===== config.mk =====
export PLATFORM = sky130hd
export DESIGN_NAME = pid_tilt_motor_drive
export DESIGN_NICKNAME = d
export VERILOG_FILES = /design/src/sv/ptmd_pkg.sv /design/src/sv/pid_tilt_motor_drive.sv
export SDC_FILE = /design/constraint.sdc
export NUM_CORES = 2
export LEC_CHECK = 0
export ABC_AREA = 1
export BUFFER_PORTS_ARGS = -buffer_cell sky130_fd_sc_hd__buf_2
export CORE_MARGIN = 2
export CORE_UTILIZATION = 60
export CTS_BUF_LIST = sky130_fd_sc_hd__clkbuf_4
export DETAILED_ROUTE_END_ITERATION = 12
export HOLD_SLACK_MARGIN = 0.1
export MAX_ROUTING_LAYER = met4
export PLACE_DENSITY = 0.75
export REMOVE_ABC_BUFFERS = 1
export SYNTH_ARGS = -nofsm -noshare
export SYNTH_HDL_FRONTEND = slang
export SYNTH_SLANG_ARGS = --single-unit

===== constraint.sdc =====
create_clock -name i_clk -period 14.22 [get_ports i_clk]
set_input_delay 2.844 -clock i_clk [delete_from_list [all_inputs] [get_ports i_clk]]
set_output_delay 2.844 -clock i_clk [all_outputs]
set_load 0.01 [all_outputs]

===== src/sv/ptmd_pkg.sv =====
// Types, register indexes and reset values shared by the tilt motor drive.
`default_nettype none
package ptmd_pkg;

    localparam int unsigned CFG_IDX_W  = 3;
    localparam int unsigned CFG_DATA_W = 24;
    localparam int unsigned ANGLE_W    = 16;
    localparam int unsigned GAIN_W     = 24;
    localparam int unsigned INTEG_W    = 24;
    localparam int unsigned TILT_W     = 15;
    localparam int unsigned DUTY_W     = 16;
    localparam int unsigned ERR_W      = ANGLE_W + 1;
    localparam int unsigned SUM_W      = INTEG_W + 1;
    localparam int unsigned PROD_E_W   = GAIN_W + 1 + ERR_W;
    localparam int unsigned PROD_I_W   = GAIN_W + 1 + INTEG_W;
    localparam int unsigned DRIVE_W    = PROD_I_W + 1;
    localparam int unsigned FRAC_W     = 16;
    localparam int unsigned MAG_W      = DRIVE_W - FRAC_W;

    typedef logic [CFG_IDX_W-1:0] t_cfg_idx;

    localparam t_cfg_idx REG_TARGET     = 3'd0;
    localparam t_cfg_idx REG_P_GAIN     = 3'd1;
    localparam t_cfg_idx REG_I_GAIN     = 3'd2;
    localparam t_cfg_idx REG_D_GAIN     = 3'd3;
    localparam t_cfg_idx REG_INTEG_MAX  = 3'd4;
    localparam t_cfg_idx REG_INTEG_MIN  = 3'd5;
    localparam t_cfg_idx REG_TILT_LIMIT = 3'd6;
    localparam t_cfg_idx REG_DUTY_LIMIT = 3'd7;

    localparam logic signed [ANGLE_W-1:0] RST_TARGET     = -16'sd2560;
    localparam logic [GAIN_W-1:0]         RST_P_GAIN     = 24'd76800;
    localparam logic [GAIN_W-1:0]         RST_I_GAIN     = 24'd13;
    localparam logic [GAIN_W-1:0]         RST_D_GAIN     = 24'd0;
    localparam logic signed [INTEG_W-1:0] RST_INTEG_MAX  = 24'sd256000;
    localparam logic signed [INTEG_W-1:0] RST_INTEG_MIN  = -24'sd256000;
    localparam logic [TILT_W-1:0]         RST_TILT_LIMIT = 15'd6400;
    localparam logic [DUTY_W-1:0]         RST_DUTY_LIMIT = 16'd1000;

endpackage
`default_nettype wire


===== src/sv/pid_tilt_motor_drive.sv =====
// Balance PID drive: clamped integrator, derivative on measurement, duty output.
// Each accepted sample passes the stage 1, 2 and 3 registers, then the output.
// Throughput: one transaction per cycle; the integrator add/clamp is registered
// at accept, the three gain multiplies and the drive sum are pipelined.
// The pipeline stalls only when the output register holds an untaken result.
// Reset (synchronous, active low): config registers take their package values,
// integrator, previous angle, held duty and direction clear, pipeline empties.
`default_nettype none
module pid_tilt_motor_drive (
    input  wire logic                                i_clk,
    input  wire logic                                i_rst_n,
    // configuration write port
    input  wire logic                                i_cfg_we,
    input  wire logic [ptmd_pkg::CFG_IDX_W-1:0]      i_cfg_idx,
    input  wire logic [ptmd_pkg::CFG_DATA_W-1:0]     i_cfg_data,
    // tilt sample channel
    input  wire logic                                i_valid,
    output logic                                     o_ready,
    input  wire logic signed [ptmd_pkg::ANGLE_W-1:0] i_tilt_angle,
    // drive command channel
    output logic                                     o_valid,
    input  wire logic                                i_ready,
    output logic                                     o_motor_enable,
    output logic                                     o_reverse,
    output logic [ptmd_pkg::DUTY_W-1:0]              o_duty
);

    localparam int unsigned ANGLE_W  = ptmd_pkg::ANGLE_W;
    localparam int unsigned GAIN_W   = ptmd_pkg::GAIN_W;
    localparam int unsigned INTEG_W  = ptmd_pkg::INTEG_W;
    localparam int unsigned TILT_W   = ptmd_pkg::TILT_W;
    localparam int unsigned DUTY_W   = ptmd_pkg::DUTY_W;
    localparam int unsigned ERR_W    = ptmd_pkg::ERR_W;
    localparam int unsigned SUM_W    = ptmd_pkg::SUM_W;
    localparam int unsigned PROD_E_W = ptmd_pkg::PROD_E_W;
    localparam int unsigned PROD_I_W = ptmd_pkg::PROD_I_W;
    localparam int unsigned DRIVE_W  = ptmd_pkg::DRIVE_W;
    localparam int unsigned FRAC_W   = ptmd_pkg::FRAC_W;
    localparam int unsigned MAG_W    = ptmd_pkg::MAG_W;

    // ------------------------------------------------------------------
    // Configuration registers
    // ------------------------------------------------------------------
    logic signed [ANGLE_W-1:0] r_target;
    logic [GAIN_W-1:0]         r_p_gain;
    logic [GAIN_W-1:0]         r_i_gain;
    logic [GAIN_W-1:0]         r_d_gain;
    logic signed [INTEG_W-1:0] r_integ_max;
    logic signed [INTEG_W-1:0] r_integ_min;
    logic [TILT_W-1:0]         r_tilt_limit;
    logic [DUTY_W-1:0]         r_duty_limit;

    always_ff @(posedge i_clk) begin
        if (!i_rst_n) begin
            r_target     <= ptmd_pkg::RST_TARGET;
            r_p_gain     <= ptmd_pkg::RST_P_GAIN;
            r_i_gain     <= ptmd_pkg::RST_I_GAIN;
            r_d_gain     <= ptmd_pkg::RST_D_GAIN;
            r_integ_max  <= ptmd_pkg::RST_INTEG_MAX;
            r_integ_min  <= ptmd_pkg::RST_INTEG_MIN;
            r_tilt_limit <= ptmd_pkg::RST_TILT_LIMIT;
            r_duty_limit <= ptmd_pkg::RST_DUTY_LIMIT;
        end else if (i_cfg_we) begin
            unique case (i_cfg_idx)
                ptmd_pkg::REG_TARGET:     r_target     <= i_cfg_data[ANGLE_W-1:0];
                ptmd_pkg::REG_P_GAIN:     r_p_gain     <= i_cfg_data[GAIN_W-1:0];
                ptmd_pkg::REG_I_GAIN:     r_i_gain     <= i_cfg_data[GAIN_W-1:0];
                ptmd_pkg::REG_D_GAIN:     r_d_gain     <= i_cfg_data[GAIN_W-1:0];
                ptmd_pkg::REG_INTEG_MAX:  r_integ_max  <= i_cfg_data[INTEG_W-1:0];
                ptmd_pkg::REG_INTEG_MIN:  r_integ_min  <= i_cfg_data[INTEG_W-1:0];
                ptmd_pkg::REG_TILT_LIMIT: r_tilt_limit <= i_cfg_data[TILT_W-1:0];
                ptmd_pkg::REG_DUTY_LIMIT: r_duty_limit <= i_cfg_data[DUTY_W-1:0];
                default: ;
            endcase
        end
    end

    // ------------------------------------------------------------------
    // Pipeline flow: every stage moves together whenever the output
    // register is empty or is being taken this cycle. Hold off the tilt
    // channel while reset is applied.
    // ------------------------------------------------------------------
    logic w_adv;
    logic w_accept;
    logic r_v1, r_v2, r_v3;

    assign w_adv    = !o_valid || i_ready;
    assign o_ready  = w_adv && i_rst_n;
    assign w_accept = i_valid && w_adv;

    // ------------------------------------------------------------------
    // Stage 1 (at accept): error, clamped integrator, derivative on the
    // measurement and the window check. The integrator and previous
    // angle are loop state and update on every accepted transaction.
    // ------------------------------------------------------------------
    logic signed [INTEG_W-1:0] r_integrator;
    logic signed [ANGLE_W-1:0] r_last_angle;

    logic signed [ERR_W-1:0]   w_err;
    logic signed [ERR_W-1:0]   w_deriv;
    logic signed [SUM_W-1:0]   w_sum;
    logic signed [INTEG_W-1:0] n_integrator;
    logic signed [ERR_W-1:0]   w_angle_x;
    logic signed [ERR_W-1:0]   w_lim_pos;
    logic signed [ERR_W-1:0]   w_lim_neg;
    logic                      w_off;

    always_comb begin
        w_angle_x = ERR_W'(i_tilt_angle);
        w_err     = ERR_W'(r_target) - w_angle_x;
        w_deriv   = ERR_W'(r_last_angle) - w_angle_x;
        w_sum     = SUM_W'(r_integrator) + SUM_W'(w_err);
        // crossed bounds: sums above the upper bound take it, others the lower
        priority if (w_sum > SUM_W'(r_integ_max)) begin
            n_integrator = r_integ_max;
        end else if (w_sum < SUM_W'(r_integ_min)) begin
            n_integrator = r_integ_min;
        end else begin
            n_integrator = w_sum[INTEG_W-1:0];
        end
        w_lim_pos = $signed({2'b00, r_tilt_limit});
        w_lim_neg = -w_lim_pos;
        w_off     = (w_angle_x > w_lim_pos) || (w_angle_x < w_lim_neg)
                    || (i_tilt_angle == '0);
    end

    logic signed [ERR_W-1:0]   r1_err;
    logic signed [ERR_W-1:0]   r1_deriv;
    logic signed [INTEG_W-1:0] r1_integ;
    logic                      r1_off;

    always_ff @(posedge i_clk) begin
        if (!i_rst_n) begin
            r_integrator <= '0;
            r_last_angle <= '0;
        end else if (w_accept) begin
            r_integrator <= n_integrator;
            r_last_angle <= i_tilt_angle;
        end
    end

    always_ff @(posedge i_clk) begin
        if (w_adv) begin
            r1_err   <= w_err;
            r1_deriv <= w_deriv;
            r1_integ <= n_integrator;
            r1_off   <= w_off;
        end
    end

    // ------------------------------------------------------------------
    // Stage 2: the three gain products, each into its own register.
    // ------------------------------------------------------------------
    logic signed [PROD_E_W-1:0] r2_p_term;
    logic signed [PROD_I_W-1:0] r2_i_term;
    logic signed [PROD_E_W-1:0] r2_d_term;
    logic                       r2_off;

    always_ff @(posedge i_clk) begin
        if (w_adv) begin
            r2_p_term <= $signed({1'b0, r_p_gain}) * r1_err;
            r2_i_term <= $signed({1'b0, r_i_gain}) * r1_integ;
            r2_d_term <= $signed({1'b0, r_d_gain}) * r1_deriv;
            r2_off    <= r1_off;
        end
    end

    // ------------------------------------------------------------------
    // Stage 3: Q16 drive sum.
    // ------------------------------------------------------------------
    logic signed [DRIVE_W-1:0] r3_drive;
    logic                      r3_off;

    always_ff @(posedge i_clk) begin
        if (w_adv) begin
            r3_drive <= DRIVE_W'(r2_p_term) + DRIVE_W'(r2_i_term) + DRIVE_W'(r2_d_term);
            r3_off   <= r2_off;
        end
    end

    // ------------------------------------------------------------------
    // Stage 4: magnitude truncated toward zero, saturation at the duty
    // limit, and the held duty/direction that the output presents.
    // ------------------------------------------------------------------
    logic [DRIVE_W-1:0] w_abs;
    logic [MAG_W-1:0]   w_mag;
    logic [DUTY_W-1:0]  w_duty_sat;

    always_comb begin
        w_abs      = r3_drive[DRIVE_W-1] ? (~r3_drive + 1'b1) : r3_drive;
        w_mag      = w_abs[DRIVE_W-1:FRAC_W];
        w_duty_sat = (w_mag > MAG_W'(r_duty_limit)) ? r_duty_limit : w_mag[DUTY_W-1:0];
    end

    always_ff @(posedge i_clk) begin
        if (!i_rst_n) begin
            r_v1           <= 1'b0;
            r_v2           <= 1'b0;
            r_v3           <= 1'b0;
            o_valid        <= 1'b0;
            o_motor_enable <= 1'b0;
            o_reverse      <= 1'b0;
            o_duty         <= '0;
        end else if (w_adv) begin
            r_v1    <= i_valid;
            r_v2    <= r_v1;
            r_v3    <= r_v2;
            o_valid <= r_v3;
            if (r_v3) begin
                priority if (r3_off) begin
                    // out of window or level: bridge off, duty drops to zero
                    o_motor_enable <= 1'b0;
                    o_duty         <= '0;
                end else if (r3_drive != '0) begin
                    o_motor_enable <= 1'b1;
                    o_duty         <= w_duty_sat;
                    o_reverse      <= r3_drive[DRIVE_W-1];
                end else begin
                    // zero drive: bridge off, hold last duty and direction
                    o_motor_enable <= 1'b0;
                end
            end
        end
    end

endmodule
`default_nettype wire

==> impl.org <==
** Timing
- In the finished design, the share of the clock period the worst path needs comes to 0.6252.
- Setup slack on the critical path of the routed design comes to 5.329 ns.
- Maximum achievable frequency :: 112.5 MHz
- Final setup fails :: 0
- For the pin with the worst max-slew slack, the measured transition is 1.283 ns.
- On the final layout, the worst clock skew is 0.08613 ns.
- Setup repair after global routing left no endpoint under its margin.
- Max-slew violation count :: 0
- Worst slew margin :: 0.1444
- In the final timing run, aggregate negative setup slack is 0 ns.
- On the final layout, the worst hold slack is 0.4465 ns.
- The number of hold violations in the final report came to 0.
- Post-layout minimum cycle time :: 8.891 ns

** Cells and area
- After routing the design area is approximately 78000 µm².
- Core Util, Final :: 0.6350
- Area added between synthesis and finish :: 4.794%
- Storage cell area :: 11910 µm²
- The layout has 10920 filler cells.
- Layout net count :: 11170
- In the final layout, the share of cells above drive strength 1 is 0.04976.
- Summing all multi-input logic gate instances after layout gives 51720 µm².
- Final standard cell count with taps included and fillers excluded :: approximately 11000

** Floorplanning
- Effective utilization at floorplan :: 0.6059
- Number of ports placed on the die boundary :: 68
- Placement row count :: 128
- From left edge to right edge, the die measures 355.3 µm.
- Die area :: 126200 µm²
- After floorplanning, the core was sized to cover 122200 µm².
- Measured along the y axis, the die boundary spans 355.3 µm.

** Logic synthesis
- Top post-synthesis cells by count :: inv_1, nand2_1, fa_1
- In this run, synthesis inferred 244 flip-flops with an integrated enable.
- Most used DFF post-synth :: edfxtp_1
- Portion of the post-synthesis area used by sequential elements :: 0.1609
- Cell types occupying the most area after synthesis :: fa_1, inv_1, ha_1
- Total of flip-flops plus latches after synthesis :: 473
- Of all flip-flops after synthesis, the portion carrying an async set or reset was 0.
- The share of synthesized area in the top cell type comes to 0.3226.
- Post-Syn Instances :: 9300
- In this run the cell area of the synthesized design comes to between 70000 and 80000 µm².
- Yosys printed 0 warnings.
- By instance count, the leading cell after synthesis is inv_1.
- After synthesis, the mean cell area works out to 7.961 µm².
- Cell type with the largest total area after synthesis :: fa_1
- After synthesis, the netlist uses 55 different library cells.

** Placed design
- Post-placement cell count :: 10730
- Detailed placement ended at an HPWL of roughly 180 mm.
- Placed Area :: 75790 µm²
- Routability congestion estimate from global placement :: 1.004
- Timing analysis after detailed placement gives a worst setup slack of 4.331 ns.
- During placement, the flow inserted port buffers numbering 67.

** Clock tree
- Cts repair resizes :: 0
- The number of setup buffers added after CTS is 0.
- Count of hold buffers inserted by post-cts repair :: 0
- At the later pin of the worst-skew pair, clock insertion delay measures 1.15 ns.
- The longest clock path from root to sink contains 3 buffers.
- Number of buffers inserted during clock tree synthesis :: 135
- Root buffer selected by CTS :: clkbuf_4
- The H-tree generated during clock tree synthesis spans 4 levels.
- For this design, the sink count on the clock tree is ~470.
- TritonCTS built the clock tree.
- Clock slew seen by the registers of the worst setup and hold paths :: 0.08 ns

** Worst setup path
- Kind of end point of the critical path :: flop
- Among all stages on the critical path, the largest delay is contributed by inv_1.
- Data arrives at the worst endpoint at 9.73 ns.
- The cell that appears most often on the critical path is inv_1.
- Startpoint Class :: primary input
- The worst setup path is of the in2reg kind.
- Along the worst path, the maximum fanout reaches 25.
- STA puts the critical path data required time at 15.06 ns.
- The largest single stage delay on the critical path is roughly 0.75 ns.

** Route
- The first routing iteration left 5273 violations.
- Detail-routed net length per standard cell :: around 21 µm
- Summed over all layers, the routed wires come to 230.3 mm.
- In the routed design, unresolved DRC markers number 0.
- Summing over every cut layer, the via total after detailed routing is roughly 61000.
- Using the TritonRoute via totals, the vias-per-cell ratio works out to 5.547.
- Pre-antenna DRT Iters :: 8
- Antenna-violating nets left :: 0

** Power
- Dividing total power by cell area gives a power density of 255.5 nW/µm².
- Summing internal, switching and leakage power gives just under 20 mW.
- Leakage power figure :: 42.99 nW
- Across the VDD grid, the largest voltage drop is 0.3332 mV.

** Outcome
- The run finished with clean final reports.

** Run
- The tool flagged a number of max-cap violations equal to 0.

** GRT
- The via count of the first global-routing pass is 63630.
- The first global-routing pass estimated 355.9 mm of wire.
- Entering global routing, the biggest net connects 80 pins.
- The number of antenna violations at the first check in global routing was 21.
- GR Util All Layers :: 0.3838
- Total congestion overflow :: 0

** Min path
- In this run the worst hold path is classified as reg2reg.
## layout by cell type (no fill, tap or decap), types with 5 or more instances in the layout
master and count:
inv_1 2401, a31oi_1 45, xor2_1 171, nor3_1 39, clkinv_2 11, fa_1 1193
xnor2_1 77, edfxtp_1 244, clkbuf_4 190, o21ai_0 338, o21bai_1 13, diode_2 11
nand2_2 6, o21a_1 27, o221ai_1 9, nand4_1 36, a21o_1 10, or2_2 46
nand2_1 2081, buf_2 66, a21boi_0 15, o2111ai_1 5, and3_1 5, buf_4 102
nand3_1 162, a211oi_1 8, o211ai_1 32, ha_1 687, o21ai_1 6, a21oi_1 420
o31ai_1 8, nor4_1 17, dfxtp_1 229, nor2_1 561, clkinv_1 24, nor2_2 10
## final timing paths
check	from	end	slack, ns	cells past startpoint
hold / removal	r2_off	r3_off	0.45	0
hold reg to reg	r2_off	r3_off	0.45	0
setup reg to reg	r1_integ[23]	r2_i_term[48]	6.60	21
setup / recovery	i_tilt_angle[0]	r1_integ[20]	5.33	35
## sequential cells by signal (all words and copies together) (netlist names), 15 cells and up
signal        count
o_duty           16
r1_deriv         17
r1_err           17
r1_integ         24
r2_d_term        42
r2_i_term        49
r2_p_term        42
r3_drive         50
r_d_gain         24
r_duty_limit     16
r_i_gain         24
r_integ_max      24
r_integ_min      24
r_integrator     24
r_last_angle     16
r_p_gain         24
r_target         16
r_tilt_limit     15
## critical path, delay by kind of cell
| kind | cells | cell delay, ns |
|---|---|---|
| buf+inv | 9 | 1.81 |
| compound gates | 11 | 2.22 |
| fa+ha+maj | 4 | 1.24 |
| simple gates | 11 | 1.57 |
## final cells by class
| class | count | area share |
|---|---|---|
| Multi-Input combinational cell | 6060 | 0.6666 |
| Sequential cell | 473 | 0.1535 |
| Inverter | 2404 | 0.1164 |
| Tap cell | 1625 | 0.02620 |
| Clock buffer | 190 | 0.01838 |
| Timing Repair Buffer | 168 | 0.01413 |
| Clock inverter | 49 | 0.004418 |
| Antenna cell | 11 | 0.0003548 |
## metal layers
layer | track usage | up-vias | share of wire
met5 | - | - | 0
met4 | 0.2095 | 0 | 0.063
met3 | 0.08231 | 732 | 0.090
met2 | 0.6065 | 2763 | 0.47
met1 | 0.4599 | 29750 | 0.38
li1 | - | 27660 | -
## cells by family (layout without fill, tap and decap cells)
| family | count (synthesis) | count (layout) | share of synthesized area |
|---|---|---|---|
| XOR/XNOR | 248 | 248 | 0.02934 |
| AND/OR/NAND/NOR | 2980 | 2980 | 0.1601 |
| AO/OA/AOI/OAI | 952 | 952 | 0.07040 |
| adder cells (fa/ha/maj) | 1880 | 1880 | 0.4387 |
| flip-flops | 473 | 473 | 0.1609 |
| buffers and inverters | 2767 | 2811 | 0.1406 |
| other | 0 | 11 | 0 |
## where the power goes
| group | total [mW] | switching (mW) | internal, mW |
|---|---|---|---|
| registers | 2.90 | 0.497 | 2.40 |
| logic | 15.6 | 10.2 | 5.31 |
| clock network | 1.37 | 0.675 | 0.696 |
Power figures use the tool's default switching activity.
